### src/sv/tcf_pkg.sv
`timescale 1ns / 1ps

package tcf_pkg;

	// CORDIC datapath: accelerometer values scaled by 2^16 and grown by the
	// CORDIC gain over two chained passes stay well below 2^35.
	localparam int CW_W = 36;
	typedef logic signed [CW_W-1:0] cw_t;

	// Q16.16 angles and Q2.30 CORDIC angles share one 32-bit signed type.
	typedef logic signed [31:0] ang_t;

	// Accumulator of the digit-serial multiplier; the widest product is
	// (rate * ticks) * gyro_gain, which needs 65 bits.
	localparam int ACC_W = 68;
	typedef logic signed [ACC_W-1:0] acc_t;

	// Multiplier digit width and digit counter.
	localparam int DIGIT_W = 4;
	typedef logic [3:0] dig_cnt_t;

	typedef struct packed {
		logic busy;
		logic done;
	} unit_stat_t;

	typedef struct packed {
		logic     go;
		logic     keep;
		dig_cnt_t digits;
	} mac_cmd_t;

	// Configuration register indexes.
	typedef logic [1:0] reg_idx_t;
	localparam reg_idx_t REG_GYRO_GAIN = 2'd0;
	localparam reg_idx_t REG_TILT_GAIN = 2'd1;
	localparam reg_idx_t REG_BLEND     = 2'd2;

	localparam logic [31:0] GYRO_GAIN_RST = 32'd0;
	localparam logic [23:0] TILT_GAIN_RST = 24'd3754936;
	localparam logic [15:0] BLEND_RST     = 16'd64880;

	// Truncated atan(2^-s) in Q2.30 radians.
	function automatic ang_t atan_q30(input logic [4:0] s);
		ang_t r;
		case (s)
			5'd0:  r = 32'h3243F6A8;
			5'd1:  r = 32'h1DAC6705;
			5'd2:  r = 32'h0FADBAFC;
			5'd3:  r = 32'h07F56EA6;
			5'd4:  r = 32'h03FEAB76;
			5'd5:  r = 32'h01FFD55B;
			5'd6:  r = 32'h00FFFAAA;
			5'd7:  r = 32'h007FFF55;
			5'd8:  r = 32'h003FFFEA;
			5'd9:  r = 32'h001FFFFD;
			5'd10: r = 32'h000FFFFF;
			5'd11: r = 32'h0007FFFF;
			5'd12: r = 32'h0003FFFF;
			5'd13: r = 32'h0001FFFF;
			5'd14: r = 32'h0000FFFF;
			5'd15: r = 32'h00007FFF;
			5'd16: r = 32'h00003FFF;
			5'd17: r = 32'h00001FFF;
			5'd18: r = 32'h00000FFF;
			5'd19: r = 32'h000007FF;
			5'd20: r = 32'h000003FF;
			5'd21: r = 32'h000001FF;
			5'd22: r = 32'h000000FF;
			5'd23: r = 32'h0000007F;
			5'd24: r = 32'h0000003F;
			5'd25: r = 32'h0000001F;
			5'd26: r = 32'h0000000F;
			5'd27: r = 32'h00000008;
			5'd28: r = 32'h00000004;
			5'd29: r = 32'h00000002;
			5'd30: r = 32'h00000001;
			default: r = 32'h00000000;
		endcase
		return r;
	endfunction

endpackage

### src/sv/tcf_in_if.sv
`timescale 1ns / 1ps

interface tcf_in_if;
	logic               valid;
	logic               ready;
	logic signed [15:0] accel_x;
	logic signed [15:0] accel_y;
	logic signed [15:0] accel_z;
	logic signed [15:0] rate_x;
	logic signed [15:0] rate_y;
	logic signed [15:0] rate_z;
	logic        [15:0] elapsed_ticks;

	modport source (
		output valid, accel_x, accel_y, accel_z, rate_x, rate_y, rate_z, elapsed_ticks,
		input  ready
	);
	modport sink (
		input  valid, accel_x, accel_y, accel_z, rate_x, rate_y, rate_z, elapsed_ticks,
		output ready
	);
endinterface

### src/sv/tcf_out_if.sv
`timescale 1ns / 1ps

interface tcf_out_if;
	logic               valid;
	logic               ready;
	logic signed [31:0] roll_angle;
	logic signed [31:0] pitch_angle;
	logic signed [31:0] yaw_angle;

	modport source (
		output valid, roll_angle, pitch_angle, yaw_angle,
		input  ready
	);
	modport sink (
		input  valid, roll_angle, pitch_angle, yaw_angle,
		output ready
	);
endinterface

### src/sv/tcf_cordic.sv
`timescale 1ns / 1ps

// Vectoring CORDIC, one micro-rotation per cycle. The x input must be
// non-negative. Shifts are arithmetic, so they round toward minus infinity.
module tcf_cordic import tcf_pkg::*; #(
	parameter int STEPS = 16
) (
	input  logic       clk,
	input  logic       arst_n,
	input  logic       go,
	input  cw_t        x_in,
	input  cw_t        y_in,
	output cw_t        x_out,
	output ang_t       z_out,
	output unit_stat_t stat
);

	localparam int CNT_W = $clog2(STEPS);

	logic [CNT_W-1:0] i_q;
	logic             busy_q;
	logic             done_q;
	cw_t              x_q;
	cw_t              y_q;
	ang_t             z_q;

	logic [4:0] sh;
	cw_t        dx;
	cw_t        dy;
	ang_t       da;

	always_comb begin
		sh = 5'(i_q);
		dx = y_q >>> sh;
		dy = x_q >>> sh;
		da = atan_q30(sh);
	end

	always_ff @(posedge clk or negedge arst_n) begin
		if (!arst_n) begin
			i_q    <= '0;
			busy_q <= 1'b0;
			done_q <= 1'b0;
		end else begin
			done_q <= 1'b0;
			if (go) begin
				i_q    <= '0;
				busy_q <= 1'b1;
			end else if (busy_q) begin
				if (i_q == CNT_W'(STEPS - 1)) begin
					busy_q <= 1'b0;
					done_q <= 1'b1;
				end else begin
					i_q <= i_q + 1'b1;
				end
			end
		end
	end

	always_ff @(posedge clk) begin
		if (go) begin
			x_q <= x_in;
			y_q <= y_in;
			z_q <= '0;
		end else if (busy_q) begin
			if (!y_q[CW_W-1]) begin
				x_q <= x_q + dx;
				y_q <= y_q - dy;
				z_q <= z_q + da;
			end else begin
				x_q <= x_q - dx;
				y_q <= y_q + dy;
				z_q <= z_q - da;
			end
		end
	end

	assign x_out     = x_q;
	assign z_out     = z_q;
	assign stat.busy = busy_q;
	assign stat.done = done_q;

endmodule

### src/sv/tcf_mac.sv
`timescale 1ns / 1ps

// Digit-serial multiply-accumulate: the unsigned multiplier is consumed four
// bits a cycle, least significant digit first, against a signed multiplicand.
module tcf_mac import tcf_pkg::*; (
	input  logic        clk,
	input  logic        arst_n,
	input  mac_cmd_t    cmd,
	input  acc_t        acc_init,
	input  acc_t        mcand,
	input  logic [31:0] mplier,
	output acc_t        acc,
	output unit_stat_t  stat
);

	dig_cnt_t    cnt_q;
	logic        done_q;
	acc_t        acc_q;
	acc_t        a_q;
	logic [31:0] b_q;
	acc_t        part;

	assign part = ACC_W'(a_q * $signed({1'b0, b_q[DIGIT_W-1:0]}));

	always_ff @(posedge clk or negedge arst_n) begin
		if (!arst_n) begin
			cnt_q  <= '0;
			done_q <= 1'b0;
		end else begin
			done_q <= 1'b0;
			if (cmd.go) begin
				cnt_q <= cmd.digits;
			end else if (cnt_q != '0) begin
				cnt_q <= cnt_q - 1'b1;
				if (cnt_q == dig_cnt_t'(1)) begin
					done_q <= 1'b1;
				end
			end
		end
	end

	always_ff @(posedge clk) begin
		if (cmd.go) begin
			if (!cmd.keep) begin
				acc_q <= acc_init;
			end
			a_q <= mcand;
			b_q <= mplier;
		end else if (cnt_q != '0) begin
			acc_q <= acc_q + part;
			a_q   <= a_q <<< DIGIT_W;
			b_q   <= b_q >> DIGIT_W;
		end
	end

	assign acc       = acc_q;
	assign stat.busy = (cnt_q != '0);
	assign stat.done = done_q;

endmodule

### src/sv/tilt_complementary_filter.sv
`timescale 1ns / 1ps

// Channel   Direction  Handshake      Payload
// in_ch     sink       valid / ready  accel_x/y/z, rate_x/y/z, elapsed_ticks
// out_ch    source     valid / ready  roll_angle, pitch_angle, yaw_angle
// cfg       write      cfg_we         cfg_index, cfg_data
//
// One item is worked on at a time. Up to six CORDIC passes, one rotation a
// cycle, and fourteen digit-serial multiplies, four multiplier bits a cycle,
// run one after the other.
// Reset clears the kept angles and loads the register defaults.
// A new item is taken as soon as the previous one has been worked through,
// even while its result still waits in the output register; the finished
// result then waits for the output register to be free.
module tilt_complementary_filter import tcf_pkg::*; #(
	parameter int CORDIC_STEPS = 16
) (
	input  logic        clk,
	input  logic        arst_n,
	tcf_in_if.sink      in_ch,
	tcf_out_if.source   out_ch,
	input  logic        cfg_we,
	input  reg_idx_t    cfg_index,
	input  logic [31:0] cfg_data
);

	typedef enum logic [2:0] {
		ST_IDLE,
		ST_CPASS,
		ST_CWAIT,
		ST_MPASS,
		ST_MWAIT,
		ST_OUT
	} state_t;

	// The six CORDIC passes: for each of roll and pitch, the magnitude of
	// the two other axes, the gain-matched single axis, and the angle.
	typedef enum logic [2:0] {
		PASS_MAG_R,
		PASS_ONE_R,
		PASS_ANG_R,
		PASS_MAG_P,
		PASS_ONE_P,
		PASS_ANG_P
	} pass_t;

	// Multiplies: the two tilt scalings, then per axis rate*ticks, the
	// gyro gain, and the two halves of the blend.
	typedef enum logic [2:0] {
		OP_TILT_R,
		OP_TILT_P,
		OP_RT,
		OP_PG,
		OP_BK,
		OP_BT
	} mac_op_t;

	localparam logic [1:0] AXIS_ROLL  = 2'd0;
	localparam logic [1:0] AXIS_YAW   = 2'd2;

	localparam acc_t TILT_ROUND  = acc_t'(1) <<< 29;
	localparam acc_t BLEND_ROUND = acc_t'(32768);

	// |v| scaled by 2^16, and v scaled by 2^16.
	function automatic cw_t abs_scaled(input logic signed [15:0] v);
		cw_t m;
		m = cw_t'(v);
		if (v[15]) begin
			m = -m;
		end
		return m <<< 16;
	endfunction

	function automatic cw_t scaled(input logic signed [15:0] v);
		return cw_t'(v) <<< 16;
	endfunction

	function automatic ang_t sat32(input acc_t v);
		ang_t r;
		if (v > acc_t'(32'sh7FFFFFFF)) begin
			r = 32'sh7FFFFFFF;
		end else if (v < -(acc_t'(1) <<< 31)) begin
			r = 32'sh80000000;
		end else begin
			r = ang_t'(v);
		end
		return r;
	endfunction

	// Configuration registers.
	logic [31:0] gyro_gain_q;
	logic [23:0] tilt_gain_q;
	logic [15:0] blend_q;

	always_ff @(posedge clk or negedge arst_n) begin
		if (!arst_n) begin
			gyro_gain_q <= GYRO_GAIN_RST;
			tilt_gain_q <= TILT_GAIN_RST;
			blend_q     <= BLEND_RST;
		end else if (cfg_we) begin
			case (cfg_index)
				REG_GYRO_GAIN: gyro_gain_q <= cfg_data;
				REG_TILT_GAIN: tilt_gain_q <= cfg_data[23:0];
				REG_BLEND:     blend_q     <= cfg_data[15:0];
				default:       ;
			endcase
		end
	end

	state_t             state_q;
	pass_t              pass_q;
	mac_op_t            op_q;
	logic [1:0]         axis_q;
	logic signed [15:0] ax_q;
	logic signed [15:0] ay_q;
	logic signed [15:0] az_q;
	logic signed [15:0] rate_q [3];
	logic        [15:0] ticks_q;
	cw_t                m_q;
	cw_t                s_q;
	ang_t               zr_q;
	ang_t               zp_q;
	ang_t               tilt_q [2];
	acc_t               prod_q;
	ang_t               sum_q;
	ang_t               angle_q [3];
	ang_t               res_q [3];
	ang_t               out_q [3];
	logic               out_valid_q;

	// Unit command registers.
	logic               cordic_go_q;
	cw_t                cx_q;
	cw_t                cy_q;
	mac_cmd_t           mac_cmd_q;
	acc_t               mac_init_q;
	acc_t               mac_a_q;
	logic [31:0]        mac_b_q;

	cw_t                c_x;
	ang_t               c_z;
	unit_stat_t         c_stat;
	acc_t               m_acc;
	unit_stat_t         m_stat;

	tcf_cordic #(
		.STEPS (CORDIC_STEPS)
	) u_cordic (
		.clk    (clk),
		.arst_n (arst_n),
		.go     (cordic_go_q),
		.x_in   (cx_q),
		.y_in   (cy_q),
		.x_out  (c_x),
		.z_out  (c_z),
		.stat   (c_stat)
	);

	tcf_mac u_mac (
		.clk      (clk),
		.arst_n   (arst_n),
		.cmd      (mac_cmd_q),
		.acc_init (mac_init_q),
		.mcand    (mac_a_q),
		.mplier   (mac_b_q),
		.acc      (m_acc),
		.stat     (m_stat)
	);

	always_ff @(posedge clk or negedge arst_n) begin
		if (!arst_n) begin
			state_q     <= ST_IDLE;
			pass_q      <= PASS_MAG_R;
			op_q        <= OP_TILT_R;
			axis_q      <= AXIS_ROLL;
			ax_q        <= '0;
			ay_q        <= '0;
			az_q        <= '0;
			rate_q      <= '{default: '0};
			ticks_q     <= '0;
			m_q         <= '0;
			s_q         <= '0;
			zr_q        <= '0;
			zp_q        <= '0;
			tilt_q      <= '{default: '0};
			prod_q      <= '0;
			sum_q       <= '0;
			angle_q     <= '{default: '0};
			res_q       <= '{default: '0};
			out_q       <= '{default: '0};
			out_valid_q <= 1'b0;
			cordic_go_q <= 1'b0;
			cx_q        <= '0;
			cy_q        <= '0;
			mac_cmd_q   <= '0;
			mac_init_q  <= '0;
			mac_a_q     <= '0;
			mac_b_q     <= '0;
		end else begin
			cordic_go_q  <= 1'b0;
			mac_cmd_q.go <= 1'b0;
			if (out_valid_q && out_ch.ready) begin
				out_valid_q <= 1'b0;
			end

			case (state_q)
				ST_IDLE: begin
					if (in_ch.valid) begin
						ax_q      <= in_ch.accel_x;
						ay_q      <= in_ch.accel_y;
						az_q      <= in_ch.accel_z;
						rate_q[0] <= in_ch.rate_x;
						rate_q[1] <= in_ch.rate_y;
						rate_q[2] <= in_ch.rate_z;
						ticks_q   <= in_ch.elapsed_ticks;
						pass_q    <= PASS_MAG_R;
						state_q   <= ST_CPASS;
					end
				end

				ST_CPASS: begin
					state_q     <= ST_CWAIT;
					cordic_go_q <= 1'b1;
					case (pass_q)
						PASS_MAG_R: begin
							cx_q <= abs_scaled(ay_q);
							cy_q <= scaled(az_q);
						end
						PASS_ONE_R: begin
							cx_q <= abs_scaled(ax_q);
							cy_q <= '0;
						end
						PASS_MAG_P: begin
							cx_q <= abs_scaled(ax_q);
							cy_q <= scaled(az_q);
						end
						PASS_ONE_P: begin
							cx_q <= abs_scaled(ay_q);
							cy_q <= '0;
						end
						default: begin
							cx_q <= m_q;
							cy_q <= s_q;
							// With all three axes at zero the angle is zero and
							// the pass is skipped.
							if (m_q == '0 && s_q == '0) begin
								cordic_go_q <= 1'b0;
								if (pass_q == PASS_ANG_R) begin
									zr_q    <= '0;
									pass_q  <= PASS_MAG_P;
									state_q <= ST_CPASS;
								end else begin
									zp_q    <= '0;
									op_q    <= OP_TILT_R;
									state_q <= ST_MPASS;
								end
							end
						end
					endcase
				end

				ST_CWAIT: begin
					if (c_stat.done) begin
						state_q <= ST_CPASS;
						pass_q  <= pass_t'(pass_q + 1'b1);
						case (pass_q)
							PASS_MAG_R, PASS_MAG_P: m_q <= c_x;
							PASS_ONE_R: s_q <= ax_q[15] ? -c_x : c_x;
							PASS_ONE_P: s_q <= ay_q[15] ? -c_x : c_x;
							PASS_ANG_R: zr_q <= c_z;
							default: begin
								zp_q    <= c_z;
								op_q    <= OP_TILT_R;
								state_q <= ST_MPASS;
							end
						endcase
					end
				end

				ST_MPASS: begin
					state_q        <= ST_MWAIT;
					mac_cmd_q.go   <= 1'b1;
					mac_cmd_q.keep <= 1'b0;
					case (op_q)
						OP_TILT_R: begin
							mac_init_q       <= TILT_ROUND;
							mac_a_q          <= acc_t'(zr_q);
							mac_b_q          <= {8'd0, tilt_gain_q};
							mac_cmd_q.digits <= dig_cnt_t'(6);
						end
						OP_TILT_P: begin
							mac_init_q       <= TILT_ROUND;
							mac_a_q          <= acc_t'(zp_q);
							mac_b_q          <= {8'd0, tilt_gain_q};
							mac_cmd_q.digits <= dig_cnt_t'(6);
						end
						OP_RT: begin
							mac_init_q       <= '0;
							mac_a_q          <= acc_t'(rate_q[axis_q]);
							mac_b_q          <= {16'd0, ticks_q};
							mac_cmd_q.digits <= dig_cnt_t'(4);
						end
						OP_PG: begin
							mac_init_q       <= '0;
							mac_a_q          <= prod_q;
							mac_b_q          <= gyro_gain_q;
							mac_cmd_q.digits <= dig_cnt_t'(8);
						end
						OP_BK: begin
							mac_init_q       <= BLEND_ROUND;
							mac_a_q          <= acc_t'(sum_q);
							mac_b_q          <= {16'd0, blend_q};
							mac_cmd_q.digits <= dig_cnt_t'(4);
						end
						default: begin
							// Second half of the blend adds (1 - k) * tilt onto
							// the running sum; yaw has no tilt.
							mac_cmd_q.keep   <= 1'b1;
							mac_init_q       <= '0;
							mac_a_q          <= (axis_q == AXIS_YAW) ? '0 :
							                    acc_t'(tilt_q[axis_q[0]]);
							mac_b_q          <= 32'(17'h10000 - {1'b0, blend_q});
							mac_cmd_q.digits <= dig_cnt_t'(5);
						end
					endcase
				end

				ST_MWAIT: begin
					if (m_stat.done) begin
						state_q <= ST_MPASS;
						case (op_q)
							OP_TILT_R: begin
								tilt_q[0] <= ang_t'(m_acc >>> 30);
								op_q      <= OP_TILT_P;
							end
							OP_TILT_P: begin
								tilt_q[1] <= ang_t'(m_acc >>> 30);
								axis_q    <= AXIS_ROLL;
								op_q      <= OP_RT;
							end
							OP_RT: begin
								prod_q <= m_acc;
								op_q   <= OP_PG;
							end
							OP_PG: begin
								sum_q <= sat32(acc_t'(angle_q[axis_q]) + (m_acc >>> 32));
								op_q  <= OP_BK;
							end
							OP_BK: begin
								op_q <= OP_BT;
							end
							default: begin
								angle_q[axis_q] <= sat32(m_acc >>> 16);
								res_q[axis_q]   <= sat32(m_acc >>> 16);
								if (axis_q == AXIS_YAW) begin
									state_q <= ST_OUT;
								end else begin
									axis_q <= axis_q + 1'b1;
									op_q   <= OP_RT;
								end
							end
						endcase
					end
				end

				ST_OUT: begin
					if (!out_valid_q || out_ch.ready) begin
						out_q       <= res_q;
						out_valid_q <= 1'b1;
						state_q     <= ST_IDLE;
					end
				end

				default: state_q <= ST_IDLE;
			endcase
		end
	end

	assign in_ch.ready        = (state_q == ST_IDLE);
	assign out_ch.valid       = out_valid_q;
	assign out_ch.roll_angle  = out_q[0];
	assign out_ch.pitch_angle = out_q[1];
	assign out_ch.yaw_angle   = out_q[2];

	// No item is taken while either arithmetic unit is still working.
	a_idle_units: assert property (@(posedge clk) disable iff (!arst_n)
		in_ch.ready |-> (!c_stat.busy && !m_stat.busy))
		else $error("item accepted while an arithmetic unit is busy");

	// A finished CORDIC pass is always awaited by the sequencer.
	a_cordic_done: assert property (@(posedge clk) disable iff (!arst_n)
		c_stat.done |-> (state_q == ST_CWAIT))
		else $error("CORDIC result arrived outside its wait state");

	// A finished multiply is always awaited by the sequencer.
	a_mac_done: assert property (@(posedge clk) disable iff (!arst_n)
		m_stat.done |-> (state_q == ST_MWAIT))
		else $error("multiply result arrived outside its wait state");

	// A new result is only ever loaded from the output state.
	a_out_load: assert property (@(posedge clk) disable iff (!arst_n)
		$rose(out_valid_q) |-> ($past(state_q) == ST_OUT))
		else $error("output loaded outside the output state");

endmodule
### src/flat_wrapper.sv
// flat-port wrapper written by rule: the top's interface ports become plain ports
module tilt_complementary_filter_flat import tcf_pkg::*;
#(
	parameter int CORDIC_STEPS = 16
)
  (clk, arst_n, cfg_we, cfg_index, cfg_data, in_ch_valid, in_ch_accel_x, in_ch_accel_y, in_ch_accel_z, in_ch_rate_x, in_ch_rate_y, in_ch_rate_z, in_ch_elapsed_ticks, in_ch_ready, out_ch_valid, out_ch_roll_angle, out_ch_pitch_angle, out_ch_yaw_angle, out_ch_ready);
  tcf_in_if in_ch_i ();
  tcf_out_if out_ch_i ();
  input  logic clk;
  input  logic arst_n;
  input  logic cfg_we;
  input  reg_idx_t cfg_index;
  input  logic [31:0] cfg_data;
  input wire logic [$bits(in_ch_i.valid)-1:0] in_ch_valid;
  input wire logic [$bits(in_ch_i.accel_x)-1:0] in_ch_accel_x;
  input wire logic [$bits(in_ch_i.accel_y)-1:0] in_ch_accel_y;
  input wire logic [$bits(in_ch_i.accel_z)-1:0] in_ch_accel_z;
  input wire logic [$bits(in_ch_i.rate_x)-1:0] in_ch_rate_x;
  input wire logic [$bits(in_ch_i.rate_y)-1:0] in_ch_rate_y;
  input wire logic [$bits(in_ch_i.rate_z)-1:0] in_ch_rate_z;
  input wire logic [$bits(in_ch_i.elapsed_ticks)-1:0] in_ch_elapsed_ticks;
  output wire logic [$bits(in_ch_i.ready)-1:0] in_ch_ready;
  output wire logic [$bits(out_ch_i.valid)-1:0] out_ch_valid;
  output wire logic [$bits(out_ch_i.roll_angle)-1:0] out_ch_roll_angle;
  output wire logic [$bits(out_ch_i.pitch_angle)-1:0] out_ch_pitch_angle;
  output wire logic [$bits(out_ch_i.yaw_angle)-1:0] out_ch_yaw_angle;
  input wire logic [$bits(out_ch_i.ready)-1:0] out_ch_ready;
  assign in_ch_i.valid = in_ch_valid;
  assign in_ch_i.accel_x = in_ch_accel_x;
  assign in_ch_i.accel_y = in_ch_accel_y;
  assign in_ch_i.accel_z = in_ch_accel_z;
  assign in_ch_i.rate_x = in_ch_rate_x;
  assign in_ch_i.rate_y = in_ch_rate_y;
  assign in_ch_i.rate_z = in_ch_rate_z;
  assign in_ch_i.elapsed_ticks = in_ch_elapsed_ticks;
  assign in_ch_ready = in_ch_i.ready;
  assign out_ch_valid = out_ch_i.valid;
  assign out_ch_roll_angle = out_ch_i.roll_angle;
  assign out_ch_pitch_angle = out_ch_i.pitch_angle;
  assign out_ch_yaw_angle = out_ch_i.yaw_angle;
  assign out_ch_i.ready = out_ch_ready;
  tilt_complementary_filter #(.CORDIC_STEPS(CORDIC_STEPS)) u_core (.clk(clk), .arst_n(arst_n), .in_ch(in_ch_i), .out_ch(out_ch_i), .cfg_we(cfg_we), .cfg_index(cfg_index), .cfg_data(cfg_data));
endmodule
### config.mk
export PLATFORM = sky130hd
export DESIGN_NAME = tilt_complementary_filter_flat
export DESIGN_NICKNAME = d
export VERILOG_FILES = /design/src/sv/tcf_pkg.sv /design/src/sv/tcf_in_if.sv /design/src/sv/tcf_out_if.sv /design/src/sv/tcf_cordic.sv /design/src/sv/tcf_mac.sv /design/src/sv/tilt_complementary_filter.sv /design/src/flat_wrapper.sv
export SDC_FILE = /design/constraint.sdc
export NUM_CORES = 2
export LEC_CHECK = 0
export BUFFER_PORTS_ARGS = -buffer_cell sky130_fd_sc_hd__buf_2
export CAP_MARGIN = 10
export CORE_AREA = 2 2 242 482
export CTS_BUF_LIST = sky130_fd_sc_hd__clkbuf_16
export DETAILED_ROUTE_END_ITERATION = 8
export DIE_AREA = 0 0 244 484
export HOLD_SLACK_MARGIN = 0.15
export PLACE_DENSITY_LB_ADDON = 0.08
export RECOVER_POWER = 25
export SKIP_CTS_REPAIR_TIMING = 1
export SLEW_MARGIN = 40
export SYNTH_ARGS = -nofsm -noshare
export SYNTH_HDL_FRONTEND = slang
export SYNTH_SLANG_ARGS = --single-unit
### constraint.sdc
create_clock -name clk -period 10.6 [get_ports clk]
set_input_delay 2.12 -clock clk [delete_from_list [all_inputs] [get_ports clk]]
set_output_delay 2.12 -clock clk [all_outputs]
set_load 0.02 [all_outputs]
==> results.md <==
- Result of the run: finished, violations left
- Failing checks: max-capacitance violations, max-slew violations
- RSZ-0062 raised after global routing: false
- Remaining design rule violation count: 0
- Family with the most delay on the worst path: compound AO/OA/AOI/OAI gates
- Startpoint-to-endpoint class of the critical path: flip-flop to flip-flop
- Mean instance size in the synthesized netlist: 10.21 µm²
- Global placer's final weighted congestion: 1.039
- Pin count of the biggest net entering global routing: 155
- Clock latency on the worst-skew pair: 0.77 ns
- Maximum clock insertion buffer count: 3
- Startpoint type of the worst setup path: flip-flop
- Final Hold Vio Count: 0
- Sequence of cells on the critical path: buf_12 -> buf_4 -> mux4_1 -> mux2_2 -> mux2i_1 -> ha_1 -> and2_1 -> and2_1 -> a21oi_1 -> xnor2_1 -> ha_1 -> and3_1 -> a221oi_1 -> o21ai_0 -> a2111oi_0 -> nor3b_1 -> a211oi_1 -> a21oi_1 -> or4_1 -> a31oi_1 -> xor2_1 -> o21ai_0
- Detailed Route Iter0 Violations: 4130
- Highest achievable clock rate: 134.5 MHz
- Post-Synthesis Cells: 7122
- Yosys reg bits: 1151
- CP Data Arrival Time: 7.87 ns
- Initial antenna violation count: 17
- Detailed-routing iteration count for the pre-antenna-repair pass: 8
- Depth of the CTS H-tree: 3
- Worst min path class: flip-flop to flip-flop
- Number of library cell types mapped by synthesis: 99
- Final TNS setup: 0 ns
- Kind of end point of the critical path: flip-flop
- Final period demand of the worst path: 7.435 ns
- Slowest stage cell, crit path: dfrtp_4
- Gr ovfl total: 0
- Worst-path maximum fanout: 59
- Max transition margin: -165.6%
- Cell types with the highest counts after synthesis: 857 x dfrtp_1, 739 x nand2_1, 608 x o21ai_0, 589 x mux2_2, 468 x nor2_1
- WHS Path Cells: 2
- Share of final-layout standard cells stronger than drive strength 1: 16.93%
- Post-synth EDFFs: 240
- Clock root buffer: clkbuf_16
- Number of vias after detailed routing: 57200
- Syn Std Cell Area: 0.07270 mm²
- Buf+Inv Stages, Crit Path: 2
- Setup Viol. Count Final: 0
- Fraction of registers with async set/reset: 76.37%
- Top cells by area in the synthesized netlist: dfrtp_1 29%, edfxtp_1 9.9%, mux2_2 9.1%
- Commonest register cell after synthesis: dfrtp_1
- Count of cells along the worst register-to-register path: 22
- First-pass GRT wire length: 358.0 mm
- Via count of the first global-routing pass: 59350
- Overall die area: 0.1181 mm²
- Row cnt: 176
- Max-slew violation count: 799
- Area added between synthesis and finish: 8.168%
- Cts bufs inserted: 102
- Share of the cycle needed by the critical path after routing: 70.14%
- Number of buffer cells added on primary ports: 248
- Least-Margin Pin Slew: 3.984 ns
- CTS tree: done
- Proportion of synthesized chip area in sequential cells: 41.09%
- Count of max-cap constraint violations: 18
- Io pins: 249
- Reg clk slew, reported paths: 0.08 ns
- Average wire per cell in the routed design: 27.15 µm
- Die span in y: 484 µm
- Net count of the mapped netlist: 7766
- Vias per Instance: 6.508
- Count of nets left with antenna violations after detail routing: 0
- Floorplan Core Area: 0.1147 mm²
- Width of the chip: 244 µm
- Portion of synthesized cell area occupied by the leading cell type: 29.50%
- Cell type with the largest total area after synthesis: dfrtp_1
- Most frequently used cell type in the post-synthesis netlist: dfrtp_1
- Biggest cell delay along the critical path: 0.68 ns
- Aggregate global-route resource usage: 40.58%
- Synth Warn #: 0
- Fraction of the core area covered by cells at the end of the flow: 68.55%
- WP data required: 11.03 ns
- Reg-to-reg setup timing slack: 3.17 ns
- Final setup skew: 0.03870 ns
- Total wirelength of the detailed-routed design: 238.6 mm
- Hpwl dp: 178.9 mm
- Stages on the worst setup path: 22
- Sinks on Clock Net: 1151
- Initial standard-cell utilization of the core: 63.37%
- Layout net count: 7817
worst register-to-register path, stage by stage (launching register included):
cell,delay (ns)
dfrtp_4,0.68
buf_12,0.33
buf_4,0.68
mux4_1,0.70
mux2_2,0.29
mux2i_1,0.26
ha_1,0.26
and2_1,0.23
and2_1,0.20
a21oi_1,0.09
xnor2_1,0.16
ha_1,0.37
and3_1,0.19
a221oi_1,0.28
o21ai_0,0.16
a2111oi_0,0.45
nor3b_1,0.14
a211oi_1,0.50
a21oi_1,0.21
or4_1,0.45
a31oi_1,0.21
xor2_1,0.16
o21ai_0,0.09
state kept, by name (all words and copies together), names as in the netlist, 34 cells and up:
name / cells
u_core.angle_q: 62
u_core.cx_q: 36
u_core.cy_q: 36
u_core.m_q: 36
u_core.mac_a_q: 68
u_core.prod_q: 68
u_core.rate_q: 48
u_core.res_q: 34
u_core.s_q: 36
u_core.tilt_q: 64
u_core.u_cordic.x_out: 36
u_core.u_cordic.y_q: 36
u_core.u_mac.a_q: 68
u_core.u_mac.acc: 68
cells in the final DEF, fill, tap and decap left out, types with 59 or more instances in the layout:
cell	count
edfxtp_1	240
fa_1	198
a211oi_1	82
nor3_1	59
a21o_1	115
clkbuf_16	109
mux2i_1	152
nand2_1	736
o21ai_0	599
dfrtp_1	849
mux2_2	584
ha_1	295
xnor2_1	198
a22o_1	64
xor2_1	142
a21oi_1	413
buf_2	245
nor2_1	462
nand3_1	99
inv_1	224
and2_1	290
buf_4	94
area by class of cell:
cell class / count / area [µm²]
fillers: 8972 / 36090
inverters: 204 / 767.0
clock buffers: 109 / 2728
well taps: 1513 / 1893
diodes: 14 / 35.03
flip-flops and latches: 1151 / 29890
repair buffers: 370 / 2278
multi-input cells: 5344 / 40430
clock inverters: 83 / 618.1
worst paths after layout:
path | startpoint | to
max in group asynchronous | arst_n | u_core.tilt_gain_q[21]
min | u_core.mac_a_q[16] | u_core.mac_a_q[16]
min in group asynchronous | arst_n | u_core.angle_q[70]
max | u_core.u_cordic.i_q[0] | u_core.u_cordic.y_q[34]
max reg2reg | u_core.u_cordic.i_q[0] | u_core.u_cordic.y_q[34]
min reg2reg | u_core.mac_a_q[16] | u_core.mac_a_q[16]
per-layer routing:
layer | track usage [%] | up-vias | share of wire [%]
li1 | - | 25550 | -
met1 | 38.61 | 28320 | 31
met2 | 71.37 | 2261 | 51
met3 | 7.838 | 1064 | 5.8
met4 | 39.99 | 4 | 12
met5 | 0 | - | 0.0096
through the flow:
step                      cell area (µm²)  setup WS, ns  hold WS (ns)  instances
after global placement              75100         3.081        0.4512       8568
after detailed placement            75270         3.321        0.4562       8576
after floorplan                     72700         1.917        0.4331       7122
after CTS                           78620         3.240        0.4717       8768
final                               78640         3.165        0.4653       8788
after global routing                78620         2.422        0.4986       8777
logic make-up after synthesis:
kind of cell / synth area share, %
compound gates: 14.68
xor+xnor: 4.096
fa+ha+maj: 10.53
buf+inv: 3.526
flops: 41.09
mux: 13.38
simple gates: 12.71
Power is not shown: default switching activity piles up to over one toggle a cycle in this logic, so the estimate is an artifact.
